File: src/hw/rtl/fpba_pkg.sv
// ----------------------------------------------------------------------------
// fpba_pkg
// Shared codes and types of the fit policy block allocator.
// ----------------------------------------------------------------------------
`default_nettype none

package fpba_pkg;

    typedef enum logic [1:0] {
        OP_FIRST_FIT = 2'd0,
        OP_BEST_FIT  = 2'd1,
        OP_WORST_FIT = 2'd2,
        OP_RELEASE   = 2'd3
    } fpba_opcode_t;

    typedef enum logic [1:0] {
        ST_OK         = 2'd0,
        ST_NO_FIT     = 2'd1,
        ST_UNKNOWN_ID = 2'd2,
        ST_BAD_SIZE   = 2'd3
    } fpba_status_t;

    typedef enum logic [3:0] {
        S_IDLE  = 4'b0001,
        S_SCAN  = 4'b0010,
        S_APPLY = 4'b0100,
        S_WRITE = 4'b1000
    } fpba_state_t;

    localparam int unsigned ID_W       = 16;
    localparam int unsigned COUNT_W    = 5;
    localparam int unsigned START_W    = 4;
    localparam int unsigned OCC_W      = 16;

endpackage

`default_nettype wire

File: src/hw/rtl/fpba_req_if.sv
// ----------------------------------------------------------------------------
// fpba_req_if
// Request channel: opcode, block count and release id with valid/ready.
// ----------------------------------------------------------------------------
`default_nettype none

interface fpba_req_if;
    logic        valid;
    logic        ready;
    logic [1:0]  opcode;
    logic [4:0]  block_count;
    logic [15:0] release_id;

    modport source (output valid, output opcode, output block_count,
                    output release_id, input ready);
    modport sink   (input valid, input opcode, input block_count,
                    input release_id, output ready);
endinterface

`default_nettype wire

File: src/hw/rtl/fpba_rsp_if.sv
// ----------------------------------------------------------------------------
// fpba_rsp_if
// Response channel: status, id, run and occupancy with valid/ready.
// ----------------------------------------------------------------------------
`default_nettype none

interface fpba_rsp_if;
    logic        valid;
    logic        ready;
    logic [1:0]  status;
    logic [15:0] alloc_id;
    logic [3:0]  start_block;
    logic [4:0]  run_length;
    logic [15:0] occupancy;

    modport source (output valid, output status, output alloc_id,
                    output start_block, output run_length, output occupancy,
                    input ready);
    modport sink   (input valid, input status, input alloc_id,
                    input start_block, input run_length, input occupancy,
                    output ready);
endinterface

`default_nettype wire

File: src/hw/rtl/fpba_cell.sv
// ----------------------------------------------------------------------------
// fpba_cell
// One heap block: its used bit and one allocation table entry. Passes its
// contents to the next cell of the ring on every shift.
// ----------------------------------------------------------------------------
`default_nettype none

module fpba_cell
    import fpba_pkg::*;
#(
    parameter int unsigned IDX_W = 4,
    parameter int unsigned CNT_W = 5
)
(
    input  wire logic             clk,
    input  wire logic             rst_n,
    input  wire logic             shift,
    input  wire logic             d_used,
    input  wire logic             d_valid,
    input  wire logic [ID_W-1:0]  d_id,
    input  wire logic [IDX_W-1:0] d_start,
    input  wire logic [CNT_W-1:0] d_len,
    output logic                  q_used,
    output logic                  q_valid,
    output logic [ID_W-1:0]       q_id,
    output logic [IDX_W-1:0]      q_start,
    output logic [CNT_W-1:0]      q_len
);

    logic             used_reg;
    logic             valid_reg;
    logic [ID_W-1:0]  id_reg;
    logic [IDX_W-1:0] start_reg;
    logic [CNT_W-1:0] len_reg;

    always_ff @(posedge clk or negedge rst_n)
    begin
        if (!rst_n)
        begin
            used_reg  <= 1'b0;
            valid_reg <= 1'b0;
        end
        else if (shift)
        begin
            used_reg  <= d_used;
            valid_reg <= d_valid;
        end
    end

    always_ff @(posedge clk)
    begin
        if (shift)
        begin
            id_reg    <= d_id;
            start_reg <= d_start;
            len_reg   <= d_len;
        end
    end

    assign q_used  = used_reg;
    assign q_valid = valid_reg;
    assign q_id    = id_reg;
    assign q_start = start_reg;
    assign q_len   = len_reg;

endmodule

`default_nettype wire

File: src/hw/rtl/fpba_ctrl.sv
// ----------------------------------------------------------------------------
// fpba_ctrl
// Sequencer at the head of the cell ring: scans free runs and table entries
// as they rotate past, then on success rotates once more to apply the
// allocation or release, and holds the result item.
// ----------------------------------------------------------------------------
`default_nettype none

module fpba_ctrl
    import fpba_pkg::*;
#(
    parameter int unsigned HEAP_BLOCKS = 16,
    parameter int unsigned IDX_W       = 4,
    parameter int unsigned CNT_W       = 5
)
(
    input  wire logic                   clk,
    input  wire logic                   rst_n,
    fpba_req_if.sink                    req,
    fpba_rsp_if.source                  rsp,
    input  wire logic [HEAP_BLOCKS-1:0] occ_map,
    input  wire logic                   head_used,
    input  wire logic                   head_valid,
    input  wire logic [ID_W-1:0]        head_id,
    input  wire logic [IDX_W-1:0]       head_start,
    input  wire logic [CNT_W-1:0]       head_len,
    output logic                        shift,
    output logic                        tail_used,
    output logic                        tail_valid,
    output logic [ID_W-1:0]             tail_id,
    output logic [IDX_W-1:0]            tail_start,
    output logic [CNT_W-1:0]            tail_len
);

    localparam int unsigned CMP_W = (CNT_W > COUNT_W) ? CNT_W : COUNT_W;
    localparam int unsigned SUM_W = CNT_W + 1;
    localparam int unsigned OCC_N = (HEAP_BLOCKS < OCC_W) ? HEAP_BLOCKS : OCC_W;
    localparam logic [IDX_W-1:0] LAST_STEP = IDX_W'(HEAP_BLOCKS - 1);

    fpba_state_t        state_reg, state_next;
    logic [1:0]         op_reg, op_next;
    logic [COUNT_W-1:0] count_reg, count_next;
    logic [ID_W-1:0]    rid_reg, rid_next;
    logic [IDX_W-1:0]   step_reg, step_next;
    logic [IDX_W-1:0]   run_start_reg, run_start_next;
    logic [CNT_W-1:0]   run_len_reg, run_len_next;
    logic               found_reg, found_next;
    logic [IDX_W-1:0]   sel_start_reg, sel_start_next;
    logic [CNT_W-1:0]   best_len_reg, best_len_next;
    logic [CNT_W-1:0]   rel_len_reg, rel_len_next;
    logic               slot_found_reg, slot_found_next;
    logic [IDX_W-1:0]   slot_reg, slot_next;
    logic [ID_W-1:0]    next_id_reg, next_id_next;
    logic [1:0]         res_status_reg, res_status_next;
    logic [ID_W-1:0]    res_id_reg, res_id_next;
    logic [IDX_W-1:0]   res_start_reg, res_start_next;
    logic [CNT_W-1:0]   res_len_reg, res_len_next;

    logic               out_valid_reg;
    logic [1:0]         out_status_reg;
    logic [ID_W-1:0]    out_id_reg;
    logic [START_W-1:0] out_start_reg;
    logic [COUNT_W-1:0] out_len_reg;
    logic [OCC_W-1:0]   out_occ_reg;

    logic               is_release;
    logic               last;
    logic               blk_free;
    logic [CNT_W-1:0]   len_plus;
    logic               cand_v;
    logic [CNT_W-1:0]   cand_len;
    logic [IDX_W-1:0]   cand_start;
    logic               take;
    logic               match;
    logic               bad_size;
    logic               ok;
    logic               in_run;
    logic               load;
    logic [ID_W-1:0]    id_inc;
    logic [OCC_W-1:0]   occ16;
    logic [7:0]         start_wide;

    assign is_release = (op_reg == OP_RELEASE);
    assign last       = (step_reg == LAST_STEP);
    assign blk_free   = !head_used;
    assign len_plus   = run_len_reg + 1'b1;
    assign cand_v     = (blk_free && last) || (!blk_free && run_len_reg != '0);
    assign cand_len   = blk_free ? len_plus : run_len_reg;
    assign cand_start = (blk_free && run_len_reg == '0) ? step_reg : run_start_reg;
    assign take = !is_release && cand_v
                  && (CMP_W'(cand_len) >= CMP_W'(count_reg))
                  && (!found_reg
                      || (op_reg == OP_BEST_FIT && cand_len < best_len_reg)
                      || (op_reg == OP_WORST_FIT && cand_len > best_len_reg));
    assign match = is_release && head_valid && head_id == rid_reg && !found_reg;
    assign bad_size = (req.block_count == '0)
                      || (CMP_W'(req.block_count) > CMP_W'(HEAP_BLOCKS));
    assign in_run = (SUM_W'(step_reg) >= SUM_W'(res_start_reg))
                    && (SUM_W'(step_reg) < SUM_W'(res_start_reg) + SUM_W'(res_len_reg));
    assign id_inc = next_id_reg + 1'b1;
    assign load   = (state_reg == S_WRITE) && (!out_valid_reg || rsp.ready);

    always_comb
    begin
        occ16 = '0;
        for (int i = 0; i < OCC_N; i++)
        begin
            occ16[i] = occ_map[i];
        end
    end

    assign start_wide = 8'(res_start_reg);

    always_comb
    begin
        state_next      = state_reg;
        op_next         = op_reg;
        count_next      = count_reg;
        rid_next        = rid_reg;
        step_next       = step_reg;
        run_start_next  = run_start_reg;
        run_len_next    = run_len_reg;
        found_next      = found_reg;
        sel_start_next  = sel_start_reg;
        best_len_next   = best_len_reg;
        rel_len_next    = rel_len_reg;
        slot_found_next = slot_found_reg;
        slot_next       = slot_reg;
        next_id_next    = next_id_reg;
        res_status_next = res_status_reg;
        res_id_next     = res_id_reg;
        res_start_next  = res_start_reg;
        res_len_next    = res_len_reg;
        ok              = 1'b0;
        shift           = 1'b0;
        tail_used       = head_used;
        tail_valid      = head_valid;
        tail_id         = head_id;
        tail_start      = head_start;
        tail_len        = head_len;

        case (state_reg)
            S_IDLE:
            begin
                if (req.valid)
                begin
                    op_next         = req.opcode;
                    count_next      = req.block_count;
                    rid_next        = req.release_id;
                    step_next       = '0;
                    run_len_next    = '0;
                    found_next      = 1'b0;
                    best_len_next   = '0;
                    slot_found_next = 1'b0;
                    if (req.opcode != OP_RELEASE && bad_size)
                    begin
                        res_status_next = ST_BAD_SIZE;
                        res_id_next     = '0;
                        res_start_next  = '0;
                        res_len_next    = '0;
                        state_next      = S_WRITE;
                    end
                    else
                    begin
                        state_next = S_SCAN;
                    end
                end
            end
            S_SCAN:
            begin
                shift        = 1'b1;
                step_next    = last ? '0 : step_reg + 1'b1;
                run_len_next = blk_free ? len_plus : '0;
                if (blk_free && run_len_reg == '0)
                begin
                    run_start_next = step_reg;
                end
                if (take)
                begin
                    found_next     = 1'b1;
                    sel_start_next = cand_start;
                    best_len_next  = cand_len;
                end
                if (match)
                begin
                    found_next     = 1'b1;
                    sel_start_next = head_start;
                    rel_len_next   = head_len;
                    tail_valid     = 1'b0;
                end
                if (!slot_found_reg && !head_valid)
                begin
                    slot_found_next = 1'b1;
                    slot_next       = step_reg;
                end
                if (last)
                begin
                    ok = is_release ? found_next : (found_next && slot_found_next);
                    if (ok)
                    begin
                        res_status_next = ST_OK;
                        res_id_next     = is_release ? '0 : next_id_reg;
                        res_start_next  = sel_start_next;
                        res_len_next    = is_release ? rel_len_next : CNT_W'(count_reg);
                        state_next      = S_APPLY;
                    end
                    else
                    begin
                        res_status_next = is_release ? ST_UNKNOWN_ID : ST_NO_FIT;
                        res_id_next     = '0;
                        res_start_next  = '0;
                        res_len_next    = '0;
                        state_next      = S_WRITE;
                    end
                end
            end
            S_APPLY:
            begin
                shift     = 1'b1;
                step_next = last ? '0 : step_reg + 1'b1;
                if (is_release)
                begin
                    tail_used = head_used & ~in_run;
                end
                else
                begin
                    tail_used = head_used | in_run;
                    if (step_reg == slot_reg)
                    begin
                        tail_valid = 1'b1;
                        tail_id    = next_id_reg;
                        tail_start = res_start_reg;
                        tail_len   = res_len_reg;
                    end
                end
                if (last)
                begin
                    if (!is_release)
                    begin
                        next_id_next = (id_inc == '0) ? ID_W'(1) : id_inc;
                    end
                    state_next = S_WRITE;
                end
            end
            S_WRITE:
            begin
                if (load)
                begin
                    state_next = S_IDLE;
                end
            end
            default:
            begin
                state_next = S_IDLE;
            end
        endcase
    end

    always_ff @(posedge clk or negedge rst_n)
    begin
        if (!rst_n)
        begin
            state_reg      <= S_IDLE;
            step_reg       <= '0;
            run_len_reg    <= '0;
            found_reg      <= 1'b0;
            slot_found_reg <= 1'b0;
            next_id_reg    <= ID_W'(1);
            out_valid_reg  <= 1'b0;
        end
        else
        begin
            state_reg      <= state_next;
            step_reg       <= step_next;
            run_len_reg    <= run_len_next;
            found_reg      <= found_next;
            slot_found_reg <= slot_found_next;
            next_id_reg    <= next_id_next;
            if (load)
            begin
                out_valid_reg <= 1'b1;
            end
            else if (rsp.ready)
            begin
                out_valid_reg <= 1'b0;
            end
        end
    end

    always_ff @(posedge clk)
    begin
        op_reg         <= op_next;
        count_reg      <= count_next;
        rid_reg        <= rid_next;
        run_start_reg  <= run_start_next;
        sel_start_reg  <= sel_start_next;
        best_len_reg   <= best_len_next;
        rel_len_reg    <= rel_len_next;
        slot_reg       <= slot_next;
        res_status_reg <= res_status_next;
        res_id_reg     <= res_id_next;
        res_start_reg  <= res_start_next;
        res_len_reg    <= res_len_next;
        if (load)
        begin
            out_status_reg <= res_status_reg;
            out_id_reg     <= res_id_reg;
            out_start_reg  <= start_wide[START_W-1:0];
            out_len_reg    <= COUNT_W'(res_len_reg);
            out_occ_reg    <= occ16;
        end
    end

    assign req.ready       = (state_reg == S_IDLE);
    assign rsp.valid       = out_valid_reg;
    assign rsp.status      = out_status_reg;
    assign rsp.alloc_id    = out_id_reg;
    assign rsp.start_block = out_start_reg;
    assign rsp.run_length  = out_len_reg;
    assign rsp.occupancy   = out_occ_reg;

    a_next_id_nonzero: assert property (@(posedge clk) disable iff (!rst_n)
        next_id_reg != '0)
        else $error("id counter reached zero");

    a_rise_after_write: assert property (@(posedge clk) disable iff (!rst_n)
        $rose(out_valid_reg) |-> $past(state_reg == S_WRITE))
        else $error("result shown without a write state");

    a_fail_fields_zero: assert property (@(posedge clk) disable iff (!rst_n)
        (state_reg == S_WRITE && res_status_reg != ST_OK)
        |-> (res_id_reg == '0 && res_len_reg == '0 && res_start_reg == '0))
        else $error("failed item carries nonzero fields");

    a_step_in_range: assert property (@(posedge clk) disable iff (!rst_n)
        step_reg <= LAST_STEP)
        else $error("ring step out of range");

    a_id_held_in_scan: assert property (@(posedge clk) disable iff (!rst_n)
        (state_reg == S_SCAN) |=> $stable(next_id_reg))
        else $error("id counter moved during scan");

endmodule

`default_nettype wire

File: src/hw/rtl/fit_policy_block_allocator_top.sv
// ----------------------------------------------------------------------------
// fit_policy_block_allocator_top
// Block allocator over a heap of HEAP_BLOCKS blocks with first, best and
// worst fit allocation and release by id.
// ----------------------------------------------------------------------------
// Each heap block is a cell holding its used bit and one allocation table
// entry; the cells form a ring that rotates one cell per cycle past the
// controller while it is in its scan or apply state. An item is taken, then
// the ring makes one full turn to find the free run, the free table slot or
// the entry to release, and a second full turn to write the result back. A
// failed search skips the second turn and a bad size skips both; every item
// may then wait for the previous result item to be taken. Occupancy and
// start_block report the low 16 and 4 bits. Only one item is worked on at a
// time; its finished result item can wait in the output register while the
// next item is taken and scanned.
// ----------------------------------------------------------------------------
`default_nettype none

module fit_policy_block_allocator_top
    import fpba_pkg::*;
#(
    parameter int unsigned HEAP_BLOCKS = 16
)
(
    input  wire logic  clk,
    input  wire logic  rst_n,
    fpba_req_if.sink   req,
    fpba_rsp_if.source rsp
);

    localparam int unsigned IDX_W = $clog2(HEAP_BLOCKS);
    localparam int unsigned CNT_W = $clog2(HEAP_BLOCKS + 1);

    logic                              shift;
    logic [HEAP_BLOCKS-1:0]            q_used;
    logic [HEAP_BLOCKS-1:0]            q_valid;
    logic [HEAP_BLOCKS-1:0][ID_W-1:0]  q_id;
    logic [HEAP_BLOCKS-1:0][IDX_W-1:0] q_start;
    logic [HEAP_BLOCKS-1:0][CNT_W-1:0] q_len;
    logic                              tail_used;
    logic                              tail_valid;
    logic [ID_W-1:0]                   tail_id;
    logic [IDX_W-1:0]                  tail_start;
    logic [CNT_W-1:0]                  tail_len;

    for (genvar k = 0; k < HEAP_BLOCKS; k++)
    begin : g_ring
        if (k == HEAP_BLOCKS - 1)
        begin : g_tail
            fpba_cell #(
                .IDX_W (IDX_W),
                .CNT_W (CNT_W)
            ) u_cell (
                .clk     (clk),
                .rst_n   (rst_n),
                .shift   (shift),
                .d_used  (tail_used),
                .d_valid (tail_valid),
                .d_id    (tail_id),
                .d_start (tail_start),
                .d_len   (tail_len),
                .q_used  (q_used[k]),
                .q_valid (q_valid[k]),
                .q_id    (q_id[k]),
                .q_start (q_start[k]),
                .q_len   (q_len[k])
            );
        end
        else
        begin : g_body
            fpba_cell #(
                .IDX_W (IDX_W),
                .CNT_W (CNT_W)
            ) u_cell (
                .clk     (clk),
                .rst_n   (rst_n),
                .shift   (shift),
                .d_used  (q_used[k+1]),
                .d_valid (q_valid[k+1]),
                .d_id    (q_id[k+1]),
                .d_start (q_start[k+1]),
                .d_len   (q_len[k+1]),
                .q_used  (q_used[k]),
                .q_valid (q_valid[k]),
                .q_id    (q_id[k]),
                .q_start (q_start[k]),
                .q_len   (q_len[k])
            );
        end
    end

    fpba_ctrl #(
        .HEAP_BLOCKS (HEAP_BLOCKS),
        .IDX_W       (IDX_W),
        .CNT_W       (CNT_W)
    ) u_ctrl (
        .clk        (clk),
        .rst_n      (rst_n),
        .req        (req),
        .rsp        (rsp),
        .occ_map    (q_used),
        .head_used  (q_used[0]),
        .head_valid (q_valid[0]),
        .head_id    (q_id[0]),
        .head_start (q_start[0]),
        .head_len   (q_len[0]),
        .shift      (shift),
        .tail_used  (tail_used),
        .tail_valid (tail_valid),
        .tail_id    (tail_id),
        .tail_start (tail_start),
        .tail_len   (tail_len)
    );

endmodule

`default_nettype wire
File: src/flat_wrapper.sv
// flat-port wrapper written by rule: the top's interface ports become plain ports
module fit_policy_block_allocator_top_flat import fpba_pkg::*;
#(
    parameter int unsigned HEAP_BLOCKS = 16
)
  (clk, rst_n, req_valid, req_opcode, req_block_count, req_release_id, req_ready, rsp_valid, rsp_status, rsp_alloc_id, rsp_start_block, rsp_run_length, rsp_occupancy, rsp_ready);
  fpba_req_if req_i ();
  fpba_rsp_if rsp_i ();
  input  wire logic clk;
  input  wire logic rst_n;
  input wire logic [$bits(req_i.valid)-1:0] req_valid;
  input wire logic [$bits(req_i.opcode)-1:0] req_opcode;
  input wire logic [$bits(req_i.block_count)-1:0] req_block_count;
  input wire logic [$bits(req_i.release_id)-1:0] req_release_id;
  output wire logic [$bits(req_i.ready)-1:0] req_ready;
  output wire logic [$bits(rsp_i.valid)-1:0] rsp_valid;
  output wire logic [$bits(rsp_i.status)-1:0] rsp_status;
  output wire logic [$bits(rsp_i.alloc_id)-1:0] rsp_alloc_id;
  output wire logic [$bits(rsp_i.start_block)-1:0] rsp_start_block;
  output wire logic [$bits(rsp_i.run_length)-1:0] rsp_run_length;
  output wire logic [$bits(rsp_i.occupancy)-1:0] rsp_occupancy;
  input wire logic [$bits(rsp_i.ready)-1:0] rsp_ready;
  assign req_i.valid = req_valid;
  assign req_i.opcode = req_opcode;
  assign req_i.block_count = req_block_count;
  assign req_i.release_id = req_release_id;
  assign req_ready = req_i.ready;
  assign rsp_valid = rsp_i.valid;
  assign rsp_status = rsp_i.status;
  assign rsp_alloc_id = rsp_i.alloc_id;
  assign rsp_start_block = rsp_i.start_block;
  assign rsp_run_length = rsp_i.run_length;
  assign rsp_occupancy = rsp_i.occupancy;
  assign rsp_i.ready = rsp_ready;
  fit_policy_block_allocator_top #(.HEAP_BLOCKS(HEAP_BLOCKS)) u_core (.clk(clk), .rst_n(rst_n), .req(req_i), .rsp(rsp_i));
endmodule
File: config.mk
export PLATFORM = sky130hd
export DESIGN_NAME = fit_policy_block_allocator_top_flat
export DESIGN_NICKNAME = d
export VERILOG_FILES = /design/src/hw/rtl/fpba_pkg.sv /design/src/hw/rtl/fpba_req_if.sv /design/src/hw/rtl/fpba_rsp_if.sv /design/src/hw/rtl/fpba_cell.sv /design/src/hw/rtl/fpba_ctrl.sv /design/src/hw/rtl/fit_policy_block_allocator_top.sv /design/src/flat_wrapper.sv
export SDC_FILE = /design/constraint.sdc
export NUM_CORES = 1
export LEC_CHECK = 0
export BUFFER_PORTS_ARGS = -buffer_cell sky130_fd_sc_hd__buf_4
export CORE_AREA = 2 2 180 182
export CTS_CLUSTER_SIZE = 12
export DETAILED_ROUTE_END_ITERATION = 12
export DIE_AREA = 0 0 182 184
export PLACE_DENSITY_LB_ADDON = 0.3
export SYNTH_ARGS = -nofsm -noshare
export SYNTH_HDL_FRONTEND = slang
export SYNTH_SLANG_ARGS = --single-unit
File: constraint.sdc
create_clock -name clk -period 31.9 [get_ports clk]
set_input_delay 3.19 -clock clk [delete_from_list [all_inputs] [get_ports clk]]
set_output_delay 3.19 -clock clk [all_outputs]
set_load 0.05 [all_outputs]
==> metrics.md <==
| Metric | Value |
|---|---|
| Status | `completed` |
| Final worst-path cycle share | `16.33%` |
| CTS Hold Bufs | `0` |
| Global-route wire length before repair | `50.00 mm` |
| Register bit count reported by yosys | `579` |
| Crit path capture type | `output pin` |
| Relative slew slack | `20.00%` |
| Initial core utilization | `64.54%` |
| Count of cell types in the netlist | `62` |
| Via count | `9323` |
| Final setup TNS | `0 ns` |
| Most common cell after layout, fill and taps aside | `edfxtp_1` |
| Longest Clk Path Bufs | `3` |
| Worst-margin pin slew | `1.199 ns` |
| Fmax | `191.9 MHz` |
| Routed vias/inst | `5.791` |
| Drt total wl | `32.59 mm` |
| Area Overhead vs Synth | `12.37%` |
| Slew Limit Fails | `0` |
| Mapped Cells | `1076` |
| Commonest cells after routing, fill and taps aside | `515 x edfxtp_1, 123 x nand2_1, 80 x buf_4` |
| CP peak stage delay | `0.59 ns` |
| I/O pin cnt | `72` |
| CTS Buf Count | `55` |
| Sequential area share after synthesis | `84.25%` |
| Max Cap Viol | `0` |
| Setup CP Type | `flop to output pin` |
| Cell Area, Synth | `20260 um^2` |
| Fill count | `1837` |
| Average cell area after synthesis | `18.83 um^2` |
| 1st-iter DRT viols | `857` |
| Met1 Use GR | `29.73%` |
| Gr usage total | `19.72%` |
| H-tree depth | `2` |
| Gr ovfl total | `0` |
| Postcts setup bufs | `0` |
| Resize count post-CTS | `0` |
| Die Y-Extent | `184 um` |
| Clock slew at reported path FFs | `0.06 ns` |
| Root Buffer | `clkbuf_16` |
| Share of cells above drive strength 1 | `15.81%` |
| Power density over the cells | `77.17 nW/um^2` |
| Initial antenna violation count | `0` |
| Largest net degree at the start of global routing | `101` |
| GR Util met2 | `29.76%` |
| Vias in the first global route | `9239` |
| Die width | `182 um` |
| DIE AREA | `33490 um^2` |
| Critical-path cell list | `nor4b_1, buf_4` |
| First-pass DRT Iterations | `5` |
| Clk_lat worst skew | `0.57 ns` |
| Fin nets | `1238` |
| Max FO, Critical Path | `5` |
| Post-synth net total | `1130` |
| GRT busiest layer | `met2` |
| Final min period | `5.210 ns` |
| Slowest cell on the critical path | `nor4b_1` |
| Residual DRC | `0` |
| Synthesis Warnings | `0` |
| DR WL/cell | `20.24 um` |
| Final Hold Fails | `0` |
| Hpwl dp | `19.09 mm` |
| Core ar. | `31390 um^2` |
| Post-place setup slack | `26.86 ns` |
| Max reg flops | `240` |
| Grt met3 use | `3.447%` |
| Maximum VDD drop | `0.05738 mV` |
| Clock tree from TritonCTS | `built` |
| Rows | `65` |
| ANT nets after route | `0` |
| Num Clock Sinks | `579` |
| Async SR Flop Fraction | `11.05%` |
| Final setup violation count | `0` |
| Post-synth EDFFs | `515` |
| Req. time, crit path | `28.71 ns` |
| Leak Pwr | `7.990 nW` |
| Path category of the worst min-delay check | `flop to flop` |
| Startpoint Class | `flop` |
| Global placer's final weighted congestion | `0.8125` |
| Worst Skew | `0.01762 ns` |
| Worst setup margin | `26.69 ns` |
| I/O Buffers | `71` |
| Top_reg_cell synth | `edfxtp_1` |
| Hold Slack | `0.4094 ns` |
| CP arrival | `2.02 ns` |
| RSZ-0062 raised after global routing | `no` |
| Antenna cells | `0` |
==> worst max-delay path, delay by kind of cell, from the launching register on <==
| family | cells | cell delay, ns |
|---|---|---|
| flip-flops | 1 | 0.55 |
| buffers and inverters | 1 | 0.32 |
| AND/OR/NAND/NOR | 1 | 0.59 |
==> per-stage QoR <==
step                util [%]  total power [mW]  instances  area (um^2)
floorplan                  -             1.188       1076        20260
global placement       67.69             1.194       1529        21250
detailed placement     67.69             1.206       1529        21250
CTS                    72.52             1.776       1610        22770
global route           72.52             1.827       1610        22770
finish                 72.52             1.757       1610        22770
==> worst paths after layout <==
check	cells past startpoint	start	slack (ns)	endpoint
max in group asynchronous	1	rst_n	28.65	u_core.u_ctrl.next_id_reg[5]$_DFFE_PN0P_
setup / recovery	2	u_core.u_ctrl.state_reg[0]$_DFFE_PN1P_	26.69	req_ready
min in group asynchronous	1	rst_n	2.72	u_core.g_ring[3].g_body.u_cell.q_used$_DFFE_PN0P_
hold / removal	0	u_core.g_ring[14].g_body.u_cell.q_id[14]$_DFFE_PP_	0.41	u_core.g_ring[13].g_body.u_cell.q_id[14]$_DFFE_PP_
hold reg to reg	0	u_core.g_ring[14].g_body.u_cell.q_id[14]$_DFFE_PP_	0.41	u_core.g_ring[13].g_body.u_cell.q_id[14]$_DFFE_PP_
setup reg to reg	7	u_core.u_ctrl.state_reg[1]$_DFFE_PN0P_	27.23	u_core.g_ring[9].g_body.u_cell.q_start[3]$_DFFE_PP_
==> report_power, final <==
part,internal [mW],total [mW],switching [mW]
Sequential,0.974,1.01,0.0395
Clock,0.318,0.565,0.247
Combinational,0.0463,0.178,0.131
==> synth_stat cells (all sizes together), types with 3 or more instances <==
library cell | count | share of area, %
nand3b | 3 | 0.11
nor4 | 3 | 0.17
buf | 12 | 0.34
a21o | 4 | 0.15
edfxtp | 515 | 76
dfrtp | 62 | 7.7
clkbuf | 17 | 0.31
nand3 | 18 | 0.44
a211oi | 5 | 0.19
o21ai | 27 | 0.76
nor2b | 4 | 0.12
mux2i | 10 | 0.49
mux2 | 30 | 1.7
o22ai | 5 | 0.15
nand2b | 5 | 0.15
a21oi | 14 | 0.35
nand2 | 124 | 2.3
and3 | 9 | 0.28
o31ai | 8 | 0.30
xnor2 | 31 | 1.3
ha | 26 | 1.6
nor2 | 29 | 0.54
and2 | 5 | 0.17
nor3 | 10 | 0.38
nor3b | 16 | 0.59
a31oi | 4 | 0.12
inv | 29 | 0.54
or4b | 4 | 0.23
nand4 | 12 | 0.37
xor2 | 10 | 0.43
==> kinds of logic (layout without fill, tap and decap cells) <==
logic type,Yosys count,count (layout),synth area share [%]
flip-flops,579,579,84.25
buffers and inverters,58,190,1.192
multiplexers,40,40,2.161
AND/OR/NAND/NOR,251,251,6.268
XOR/XNOR,41,41,1.772
AO/OA/AOI/OAI,80,80,2.656
adder cells (fa/ha/maj),27,27,1.704
==> layout make-up <==
cell class | instances | area (um^2) | share of cell area, %
clock inverter | 6 | 45.04 | 0.1978
tap | 402 | 503.0 | 2.209
clock buffer | 75 | 1471 | 6.463
sequential | 579 | 17070 | 74.97
inverter | 29 | 116.4 | 0.5111
multi-input combinational | 439 | 2962 | 13.01
timing repair buffer | 80 | 600.6 | 2.638
==> layer usage <==
layer	wire length [um]	vias up
met2	14750	303
li1	-	4265
met1	14990	4684
met3	1922	71
met4	920	0
met5	0	-
Power figures use the tool's default switching activity.
